### src/sv/dtc_pkg.sv
// ----------------------------------------------------------------------------
// dtc_pkg
// Types, register indexes and constants shared by the disk drive and timer
// controller.
// ----------------------------------------------------------------------------
package dtc_pkg;

    localparam int unsigned DISK_BYTES   = 131072;
    localparam int unsigned OFFSET_SPAN  = 131072;
    localparam int unsigned DISK_LIMIT_I = (DISK_BYTES < OFFSET_SPAN) ? DISK_BYTES : OFFSET_SPAN;

    localparam int OFFSET_W = 17;
    localparam int LENGTH_W = 18;
    localparam int WAIT_W   = 20;
    localparam int TIMER_W  = 16;

    localparam logic [LENGTH_W-1:0] DISK_LIMIT     = LENGTH_W'(DISK_LIMIT_I);
    localparam logic [LENGTH_W-1:0] LENGTH_RESET   = 18'd65536;
    localparam logic [WAIT_W-1:0]   WAIT_INSERT    = 20'd895000;
    localparam logic [WAIT_W-1:0]   WAIT_SIDE_END  = 20'd5000;
    localparam logic [WAIT_W-1:0]   WAIT_BYTE      = 20'd150;
    localparam logic [7:0]          STATUS_FIXED   = 8'h80;
    localparam logic [7:0]          EXT_CONN_VALUE = 8'h80;

    typedef enum logic [1:0] {
        KIND_TICK   = 2'd0,
        KIND_READ   = 2'd1,
        KIND_WRITE  = 2'd2,
        KIND_INSERT = 2'd3
    } kind_t;

    localparam logic [4:0] REG_TIMER_LO     = 5'h00;
    localparam logic [4:0] REG_TIMER_HI     = 5'h01;
    localparam logic [4:0] REG_TIMER_CTRL   = 5'h02;
    localparam logic [4:0] REG_IO_ENABLE    = 5'h03;
    localparam logic [4:0] REG_WRITE_DATA   = 5'h04;
    localparam logic [4:0] REG_DRIVE_CTRL   = 5'h05;
    localparam logic [4:0] REG_DISK_STATUS  = 5'h10;
    localparam logic [4:0] REG_READ_DATA    = 5'h11;
    localparam logic [4:0] REG_DRIVE_STATUS = 5'h12;
    localparam logic [4:0] REG_EXT_CONN     = 5'h13;

    typedef struct packed {
        kind_t      kind;
        logic [4:0] reg_index;
        logic [7:0] write_value;
        logic [7:0] disk_byte;
    } item_t;

    typedef struct packed {
        logic                nametable_horizontal;
        logic [7:0]          disk_write_data;
        logic                disk_write;
        logic [OFFSET_W-1:0] disk_address;
        logic                drive_irq;
        logic                timer_irq;
        logic [7:0]          read_value;
    } result_t;

    typedef struct packed {
        logic rep;
        logic en;
        logic irq;
    } timer_flags_t;

    typedef struct packed {
        logic irqen;
        logic ready;
        logic crc;
        logic rd;
        logic halt;
        logic power;
    } drive_ctrl_t;

    typedef struct packed {
        logic gap;
        logic scanning;
        logic empty;
        logic xfer;
        logic irq;
    } drive_status_t;

endpackage

### src/sv/dtc_core.sv
// ----------------------------------------------------------------------------
// dtc_core
// Controller state and the single-pass update for one request: timer
// countdown, drive wait and byte transfer, register reads and writes, disk insert.
// ----------------------------------------------------------------------------
module dtc_core import dtc_pkg::*; (
    input  logic                aclk,
    input  logic                aresetn,
    input  logic                step,
    input  item_t               item,
    input  logic                cfg_wr_en,
    input  logic [LENGTH_W-1:0] cfg_wr_data,
    output result_t             result
);

    logic [LENGTH_W-1:0] disk_length_reg,  disk_length_next;
    logic [7:0]          data_byte_reg,    data_byte_next;
    logic                io_enable_reg,    io_enable_next;
    logic                mirror_reg,       mirror_next;
    logic [TIMER_W-1:0]  timer_reload_reg, timer_reload_next;
    logic [TIMER_W-1:0]  timer_count_reg,  timer_count_next;
    timer_flags_t        timer_flags_reg,  timer_flags_next;
    drive_ctrl_t         drive_ctrl_reg,   drive_ctrl_next;
    drive_status_t       drive_status_reg, drive_status_next;
    logic [OFFSET_W-1:0] offset_reg,       offset_next;
    logic [WAIT_W-1:0]   wait_reg,         wait_next;

    logic [TIMER_W-1:0]  timer_dec;
    logic [WAIT_W-1:0]   wait_dec;
    logic [LENGTH_W-1:0] offset_inc;

    assign timer_dec  = timer_count_reg - 1'b1;
    assign wait_dec   = wait_reg - 1'b1;
    assign offset_inc = {1'b0, offset_reg} + 1'b1;

    always_comb begin
        data_byte_next    = data_byte_reg;
        io_enable_next    = io_enable_reg;
        mirror_next       = mirror_reg;
        timer_reload_next = timer_reload_reg;
        timer_count_next  = timer_count_reg;
        timer_flags_next  = timer_flags_reg;
        drive_ctrl_next   = drive_ctrl_reg;
        drive_status_next = drive_status_reg;
        offset_next       = offset_reg;
        wait_next         = wait_reg;
        result            = '0;

        unique case (item.kind)
            KIND_TICK: begin
                if (timer_flags_reg.en) begin
                    timer_count_next = timer_dec;
                    if (timer_dec == '0) begin
                        timer_flags_next.irq = 1'b1;
                        timer_count_next     = timer_reload_reg;
                        if (!timer_flags_reg.rep) begin
                            timer_flags_next.en = 1'b0;
                        end
                    end
                end
                if (!drive_ctrl_reg.power) begin
                    offset_next                = '0;
                    drive_status_next.scanning = 1'b0;
                    drive_status_next.gap      = 1'b1;
                    wait_next                  = WAIT_SIDE_END;
                end else if (!(drive_ctrl_reg.halt && !drive_status_reg.empty
                               && !drive_status_reg.scanning)) begin
                    wait_next = wait_dec;
                    if (wait_dec == '0) begin
                        drive_status_next.empty    = 1'b0;
                        drive_status_next.scanning = 1'b1;
                        result.disk_address        = offset_reg;
                        if (drive_ctrl_reg.rd) begin
                            if (!drive_ctrl_reg.ready) begin
                                drive_status_next.gap = 1'b1;
                            end else if (drive_status_reg.gap) begin
                                if (item.disk_byte != 8'd0) begin
                                    drive_status_next.gap = 1'b0;
                                end
                            end else begin
                                data_byte_next         = item.disk_byte;
                                drive_status_next.xfer = 1'b1;
                                if (drive_ctrl_reg.irqen) begin
                                    drive_status_next.irq = 1'b1;
                                end
                            end
                        end else begin
                            result.disk_write = 1'b1;
                            if (drive_ctrl_reg.ready && !drive_ctrl_reg.crc) begin
                                result.disk_write_data = data_byte_reg;
                                drive_status_next.xfer = 1'b1;
                                if (drive_ctrl_reg.irqen) begin
                                    drive_status_next.irq = 1'b1;
                                end
                            end
                        end
                        if (offset_inc >= disk_length_reg || offset_inc >= DISK_LIMIT) begin
                            offset_next                = '0;
                            drive_status_next.scanning = 1'b0;
                            drive_status_next.gap      = 1'b1;
                            wait_next                  = WAIT_SIDE_END;
                        end else begin
                            offset_next = offset_inc[OFFSET_W-1:0];
                            wait_next   = WAIT_BYTE;
                        end
                    end
                end
            end
            KIND_READ: begin
                unique case (item.reg_index)
                    REG_DISK_STATUS: begin
                        if (io_enable_reg) begin
                            result.read_value = STATUS_FIXED
                                | {6'd0, drive_status_reg.xfer, timer_flags_reg.irq};
                            drive_status_next.xfer = 1'b0;
                        end
                        drive_status_next.irq = 1'b0;
                        timer_flags_next.irq  = 1'b0;
                    end
                    REG_READ_DATA: begin
                        if (io_enable_reg) begin
                            result.read_value      = data_byte_reg;
                            drive_status_next.xfer = 1'b0;
                        end
                        drive_status_next.irq = 1'b0;
                    end
                    REG_DRIVE_STATUS: begin
                        result.read_value = {5'd0, drive_status_reg.empty,
                                             !drive_status_reg.scanning,
                                             drive_status_reg.empty};
                    end
                    REG_EXT_CONN: begin
                        result.read_value = EXT_CONN_VALUE;
                    end
                    default: begin
                    end
                endcase
            end
            KIND_WRITE: begin
                unique case (item.reg_index)
                    REG_TIMER_LO: begin
                        timer_reload_next[7:0] = item.write_value;
                    end
                    REG_TIMER_HI: begin
                        timer_reload_next[15:8] = item.write_value;
                    end
                    REG_TIMER_CTRL: begin
                        if (io_enable_reg) begin
                            timer_flags_next.rep = item.write_value[0];
                            timer_flags_next.en  = item.write_value[1];
                            if (item.write_value[1]) begin
                                timer_count_next = timer_reload_reg;
                            end else begin
                                timer_flags_next.irq = 1'b0;
                            end
                        end
                    end
                    REG_IO_ENABLE: begin
                        io_enable_next = item.write_value[0];
                        if (!item.write_value[0]) begin
                            timer_flags_next.en  = 1'b0;
                            timer_flags_next.irq = 1'b0;
                        end
                    end
                    REG_WRITE_DATA: begin
                        if (io_enable_reg) begin
                            data_byte_next         = item.write_value;
                            drive_status_next.xfer = 1'b0;
                        end
                        drive_status_next.irq = 1'b0;
                    end
                    REG_DRIVE_CTRL: begin
                        if (io_enable_reg) begin
                            drive_ctrl_next.power = item.write_value[0];
                            drive_ctrl_next.halt  = item.write_value[1];
                            drive_ctrl_next.rd    = item.write_value[2];
                            drive_ctrl_next.crc   = item.write_value[4];
                            drive_ctrl_next.ready = item.write_value[6];
                            drive_ctrl_next.irqen = item.write_value[7];
                            mirror_next           = item.write_value[3];
                        end
                        drive_status_next.irq = 1'b0;
                    end
                    default: begin
                    end
                endcase
            end
            KIND_INSERT: begin
                drive_status_next.empty    = 1'b1;
                drive_status_next.gap      = 1'b1;
                drive_status_next.scanning = 1'b0;
                offset_next                = '0;
                wait_next                  = WAIT_INSERT;
            end
            default: begin
            end
        endcase

        result.timer_irq            = timer_flags_next.irq;
        result.drive_irq            = drive_status_next.irq;
        result.nametable_horizontal = mirror_next;
    end

    assign disk_length_next = cfg_wr_en ? cfg_wr_data : disk_length_reg;

    always_ff @(posedge aclk) begin
        if (!aresetn) begin
            disk_length_reg  <= LENGTH_RESET;
            data_byte_reg    <= '0;
            io_enable_reg    <= 1'b0;
            mirror_reg       <= 1'b0;
            timer_reload_reg <= '0;
            timer_count_reg  <= '0;
            timer_flags_reg  <= '0;
            drive_ctrl_reg   <= '0;
            drive_status_reg <= '0;
            offset_reg       <= '0;
            wait_reg         <= '0;
        end else begin
            disk_length_reg <= disk_length_next;
            if (step) begin
                data_byte_reg    <= data_byte_next;
                io_enable_reg    <= io_enable_next;
                mirror_reg       <= mirror_next;
                timer_reload_reg <= timer_reload_next;
                timer_count_reg  <= timer_count_next;
                timer_flags_reg  <= timer_flags_next;
                drive_ctrl_reg   <= drive_ctrl_next;
                drive_status_reg <= drive_status_next;
                offset_reg       <= offset_next;
                wait_reg         <= wait_next;
            end
        end
    end

endmodule

### src/sv/disk_drive_timer_controller.sv
// ----------------------------------------------------------------------------
// disk_drive_timer_controller
// Disk drive controller with interval timer: input register, single-pass
// update logic and result register.
// A request passes through the input register, then the result register,
// before its result is valid at the output.
// Throughput: one request per cycle; the input register and result register
// both advance whenever the result register is empty or being drained.
// Reset (aresetn low, synchronous): pipeline emptied, all controller state
// cleared, disk length set to 65536.
// ----------------------------------------------------------------------------
module disk_drive_timer_controller import dtc_pkg::*; (
    input  logic                aclk,
    input  logic                aresetn,
    input  logic                s_tvalid,
    output logic                s_tready,
    input  logic [23:0]         s_tdata,   // reg_index[4:0], write_value[12:5], disk_byte[20:13]
    input  logic [1:0]          s_tuser,   // kind[1:0]
    output logic                m_tvalid,
    input  logic                m_tready,
    output logic [39:0]         m_tdata,   // read_value[7:0], timer_irq[8], drive_irq[9],
                                           // disk_address[26:10], disk_write[27],
                                           // disk_write_data[35:28], nametable_horizontal[36]
    input  logic                cfg_wr_en,
    input  logic [LENGTH_W-1:0] cfg_wr_data
);

    logic    in_valid_reg,  in_valid_next;
    item_t   in_item_reg,   in_item_next;
    logic    out_valid_reg, out_valid_next;
    result_t out_data_reg,  out_data_next;
    result_t core_result;
    logic    advance;
    logic    step;

    assign advance  = !out_valid_reg || m_tready;
    assign s_tready = !in_valid_reg || advance;
    assign step     = in_valid_reg && advance;

    always_comb begin
        in_valid_next = s_tready ? s_tvalid : in_valid_reg;
        in_item_next  = in_item_reg;
        if (s_tvalid && s_tready) begin
            in_item_next.kind        = kind_t'(s_tuser);
            in_item_next.reg_index   = s_tdata[4:0];
            in_item_next.write_value = s_tdata[12:5];
            in_item_next.disk_byte   = s_tdata[20:13];
        end
        out_valid_next = advance ? in_valid_reg : out_valid_reg;
        out_data_next  = step ? core_result : out_data_reg;
    end

    dtc_core u_core (
        .aclk        (aclk),
        .aresetn     (aresetn),
        .step        (step),
        .item        (in_item_reg),
        .cfg_wr_en   (cfg_wr_en),
        .cfg_wr_data (cfg_wr_data),
        .result      (core_result)
    );

    always_ff @(posedge aclk) begin
        if (!aresetn) begin
            in_valid_reg  <= 1'b0;
            out_valid_reg <= 1'b0;
        end else begin
            in_valid_reg  <= in_valid_next;
            out_valid_reg <= out_valid_next;
        end
    end

    always_ff @(posedge aclk) begin
        in_item_reg  <= in_item_next;
        out_data_reg <= out_data_next;
    end

    assign m_tvalid = out_valid_reg;
    assign m_tdata  = {3'd0, out_data_reg};

endmodule

### config.mk
export PLATFORM = sky130hd
export DESIGN_NAME = disk_drive_timer_controller
export DESIGN_NICKNAME = d
export VERILOG_FILES = /design/src/sv/dtc_pkg.sv /design/src/sv/dtc_core.sv /design/src/sv/disk_drive_timer_controller.sv
export SDC_FILE = /design/constraint.sdc
export NUM_CORES = 1
export LEC_CHECK = 0
export ABC_CLOCK_PERIOD_IN_PS = 4900
export BUFFER_PORTS_ARGS = -buffer_cell sky130_fd_sc_hd__buf_2
export CORE_ASPECT_RATIO = 1.75
export CORE_UTILIZATION = 56
export DETAILED_ROUTE_END_ITERATION = 12
export PLACE_DENSITY = 0.84
export SETUP_SLACK_MARGIN = 0.1
export SYNTH_ARGS = -nofsm -noshare
export SYNTH_HDL_FRONTEND = slang
export SYNTH_SLANG_ARGS = --single-unit
### constraint.sdc
create_clock -name aclk -period 4.9 [get_ports aclk]
set_clock_uncertainty 0.2 [all_clocks]
set_input_delay 0 -clock aclk [delete_from_list [all_inputs] [get_ports aclk]]
set_output_delay 0 -clock aclk [all_outputs]
set_load 0.01 [all_outputs]
# Yosys cells after proc, flatten, opt, wreduce, memory -nomap -nowiden
# Cells that the tools add are included.
# totals
in_bits,49
elab_cells,178
out_inout_bits,42
ff_bits,173
# op_classes
n_reduce_logical,38
add_sub_neg,3
muxes,62
n_bitwise,4
order_cmp,2
eq_ne,33
# op_table
cell,count
$mux W16,5
$mux W8,10
$mux W17,4
$mux W20,3
$pmux W20 S2,1
$pmux W17 S2,1
$pmux W16 S2,1
$pmux W8 S4,1
$mux W2,11
$eq A5 B5 Y1 const B,4
$logic_not A20 Y1,1
$reduce_and A10 Y1,2
$sub A20 B1 Y20 const B,1
$add A17 B1 Y18 const B,1
$ge A18 B18 Y1,1
$ge A18 B18 Y1 const B,1
$logic_not A16 Y1,1
$pmux W8 S2,1
$sub A16 B1 Y16 const B,1
$mux W1,15
$ne A3 B3 Y1 const B,5
$reduce_and A5 Y1,3
$mux W13,1
$ne A2 B1 Y1 const B,6
other kinds (31),61

# Logic depth before layout (Yosys ltp)
# logic_depth
word_depth,10
ltp_mapped,15
ltp_nobuf,14

# Hierarchy
# A second synthesis with hierarchy kept.
# unflattened
cells_unflattened,973
hier_area_um2,8838.5
# by_module_without_submodules
module,cells_per_inst,seq_area_each_um2,n_inst,area_per_inst_um2
dtc_core,900,2222.1,1,6906.6
disk_drive_timer_controller,73,1841.8,1,1931.9

# Least setup slack after synthesis
# Ideal clock, no wire load.
# synth_path
path_kind,flip-flop to flip-flop
start,register u_core.offset_reg[0]
end,register u_core.offset_reg[6]
path_buffers,1
arrival_ps,3482
period_less_slack_ps,3753
path_stages_with_launch,15
setup_ps,71
t_required_ps,4629
setup_slack_ps,1147
path_cell_list,dfxtp_1 ha_1 nand2_1 nor3_1 nand2_1 nor3_1 xor2_1 ha_1 nand4_1 nor4_1 a211o_1 nor3_1 clkbuf_1 nand4b_1 a21oi_1
# synth_via
elab_chain_cells,8
elab_cells_between_ends,9
# synth_lines
element,line,text
from (decl),dtc_core.sv:25,"logic [OFFSET_W-1:0] offset_reg, offset_next;"
from (signal assigned),dtc_core.sv:230,offset_reg <= offset_next;
$add A17 B1 Y18 (*),dtc_core.sv:34,"assign offset_inc = {1'b0, offset_reg} + 1'b1;"
$ge A18 B18 Y1,dtc_core.sv:97,if (offset_inc >= disk_length_reg || offset_inc >= DISK_LIMIT) begin
$logic_or A1 B1 Y1,dtc_core.sv:97,
$mux W17 (*),dtc_core.sv:97,
$mux W17 (*),dtc_core.sv:69,if (wait_dec == '0) begin
$mux W17 (*),dtc_core.sv:66,end else if (!(drive_ctrl_reg.halt && !drive_status_reg.empty
$mux W17 (*),dtc_core.sv:61,if (!drive_ctrl_reg.power) begin
$pmux W17 S2 (*),dtc_core.sv:49,unique case (item.kind)
# Every way passes the cells marked *; elsewhere a longest branch is shown, timed or not. The select of a mux whose other input is x is not followed.
# A chain may end at the register's enable or synchronous reset.

# Final worst setup path
# layout_path
start,register u_core.offset_reg[0]
end,register u_core.wait_reg[12]
# layout_via
elab_chain_cells,8
elab_cells_between_ends,9
# layout_lines
element,line,text
$add A17 B1 Y18 (*),dtc_core.sv:34,
$ge A18 B18 Y1,dtc_core.sv:97,
$logic_or A1 B1 Y1 (*),dtc_core.sv:97,
$mux W13 (*),dtc_core.sv:97,
$mux W20 (*),dtc_core.sv:69,
$mux W20 (*),dtc_core.sv:66,
$mux W20 (*),dtc_core.sv:61,
$pmux W20 S2 (*),dtc_core.sv:49,
to (signal assigned),dtc_core.sv:231,wait_reg <= wait_next;
to (decl),dtc_core.sv:26,"logic [WAIT_W-1:0] wait_reg, wait_next;"
# Marked as above.

==> flow_summary.ini <==
[outcome]
status = completed

[detailed_routing]
ant_nets = 0
drt-total-wl_um = 23400
via_per_inst = 6.18
drt-pass1-iter-count = 9
drc = 0
drtIter0Drc = 628
vias = 8015
wl_per_cell_um = 18.0

[min_path]
hold_class = primary input to flip-flop

[timing]
worstMarginPinSlew_ns = 1.02
hold_slack_ns = 0.0779
min_period_ns = 3.99
max-slew-margin-rel = 0.320
tns_ns = 0
finalCritPeriodShare = 0.815
setup_violations = 0
rsz0062_at_grt = false
hold_viol = 0
fmax_mhz = 250
slew_violations = 0

[clocking]
cts.repair.resized = 0
clock_sinks = 173
clock_latency_ns = 0.43
clk_pin_slew_worst_paths_ns = 0.07
cts_tree = done
cts_root_buffer = clkbuf_16
htreeDepth = 4
cts-buffers-inserted = 17
clockBufferDepth = 2

[global_routing]
grt_pass1_vias = 7790
grt_first_pass_wirelength_um = 37900
overflow = 0
grt_max_degree = 47
grtUsageTotal = 0.291
antenna_found_initial = 0

[yosys]
ys_ff_latch = 173
ys_types = 67
synthFlopType = dfxtp_1
synthesis.area_sq_um = 8790
synth-edff-count = 60
seq_area_frac_synth = 0.462
syn_area_per_cell_sq_um = 9.09
synthCells = 967
yosys_warnings = 0
async_reset_ff_frac = 0

[die]
start_util = 0.571
core_area_sq_um = 15400
pin_count = 91
design.die.area_sq_um = 16200
num_rows = 60
die_y_um = 168
die_x_um = 96.7

[finish]
final_cells = 1296
area_growth_pct = 19.8
layout.nets = 1173
antenna_cells = 0
drive_gt1_frac = 0.132
largest_reg_flops = 37
final_cell_mix = nor2_1 (113), dfxtp_1 (113), buf_2 (84)

[setup_path]
critPathBufInv = 1
crit_required_ns = 5.02
cpMostUsedCell = nand2_1
crit_type = flip-flop to flip-flop
cp_max_fo = 8
worst_setup_path_start_kind = flip-flop
slowest_delay_ns = 0.55
crit_path_end_kind = flip-flop
critPathTopFamily = compound AO/OA/AOI/OAI gates
arrival_ns = 4.11
crit_slowest_cell = a211oi_1
worstPathCellList = ha_1 > nand2_1 > nor3_1 > buf_4 > nand2_1 > nor3_1 > xor2_1 > ha_1 > nand4_1 > nor4_1 > a211oi_1 > a21o_1 > nand2_1 > o311a_1

[job]
max_cap_viol_count = 0

[placed_design]
post-place-cells = 1200
place_congestion = 0.916
hpwl_um = 15300
port_buffers = 84

[power_and_ir_drop]
ir_drop_uv = 226
power.total_mw = 3.27
p_leak_nw = 4.00
power.density_nw_per_um2 = 311
what timing repair did:
| item | CTS | global route |
|---|---|---|
| setup buffers | 0 | 0 |
| hold buffers | 64 | 0 |
| endpoints found under the hold margin | 67 | 0 |
metrics by stage:
step	util	instance area [sq um]	setup WS, ns
global route	0.684	10500	0.671
floorplan	-	8800	1.15
finish	0.684	10500	0.907
detailed placement	0.606	9330	1.05
CTS	0.684	10500	0.970
global placement	0.606	9330	1.10
logic make-up after synthesis:
logic type / after synthesis / synth area share
other: 1 / 0.000427
flip-flops: 173 / 0.462
multiplexers: 53 / 0.0605
AO/OA/AOI/OAI: 200 / 0.143
AND/OR/NAND/NOR: 397 / 0.227
adder cells (fa/ha/maj): 27 / 0.0384
XOR/XNOR: 24 / 0.0239
buffers and inverters: 92 / 0.0443
area by class of cell:
cell class              count  area [sq um]
fillers                  1123          4860
repair buffers            163          1170
clock buffers              20           437
well taps                 186           233
flip-flops and latches    173          4060
multi-input cells         704          4350
inverters                  38           143
clock inverters            12           128
worst reg2reg max path: cells and delay by family, from the launching register on:
| kind | cells | cell delay, ns |
|---|---|---|
| buffers and inverters | 1 | 0.18 |
| XOR/XNOR | 1 | 0.29 |
| AND/OR/NAND/NOR | 7 | 0.96 |
| flip-flops | 1 | 0.46 |
| AO/OA/AOI/OAI | 3 | 1.21 |
| adder cells (fa/ha/maj) | 2 | 0.59 |
where the power goes:
group	internal, mW	switching, mW
clock network	0.717	0.598
logic	0.161	0.219
registers	1.53	0.0441
total	2.41	0.861
final timing paths:
path,startpoint,to,slack (ns),cells past startpoint
max,u_core.offset_reg[0],u_core.wait_reg[12],0.91,14
min,s_tdata[18],in_item_reg[5],0.08,2
max reg2reg,u_core.offset_reg[0],u_core.wait_reg[12],0.91,14
min reg2reg,u_core.timer_reload_reg[14],u_core.timer_count_reg[14],0.28,2
synth_stat cells, drive strengths merged (4+ instances only):
cell type | instances | area, sq um
dfxtp | 113 | 2260
nor2 | 113 | 424
a21oi | 73 | 369
nand2 | 69 | 259
edfxtp | 60 | 1800
mux2i | 52 | 521
nand3 | 48 | 240
o21ai | 43 | 215
clkbuf | 38 | 143
inv | 37 | 139
and2 | 34 | 213
nor3 | 28 | 140
ha | 27 | 338
nand4 | 21 | 138
nor4 | 18 | 113
buf | 16 | 104
or3 | 15 | 93.8
xnor2 | 14 | 123
a211oi | 11 | 82.6
o22ai | 11 | 75.1
a31oi | 10 | 62.6
xor2 | 10 | 87.6
and3 | 9 | 56.3
or4 | 8 | 67.6
a21o | 7 | 52.6
nand2b | 7 | 43.8
nor3b | 6 | 45.0
nor2b | 5 | 31.3
o211ai | 5 | 37.5
o31ai | 5 | 37.5
a311oi | 4 | 35.0
a31o | 4 | 35.0
or2 | 4 | 25.0
per-layer routing:
layer | up-vias | part of all wire | GRT usage
met4 | 0 | 0.062 | 0.214
met1 | 3804 | 0.36 | 0.301
li1 | 3758 | - | -
met2 | 343 | 0.53 | 0.526
met3 | 110 | 0.046 | 0.0451
met5 | - | 0 | 0
Note: power is estimated with default switching activity, not from simulation.
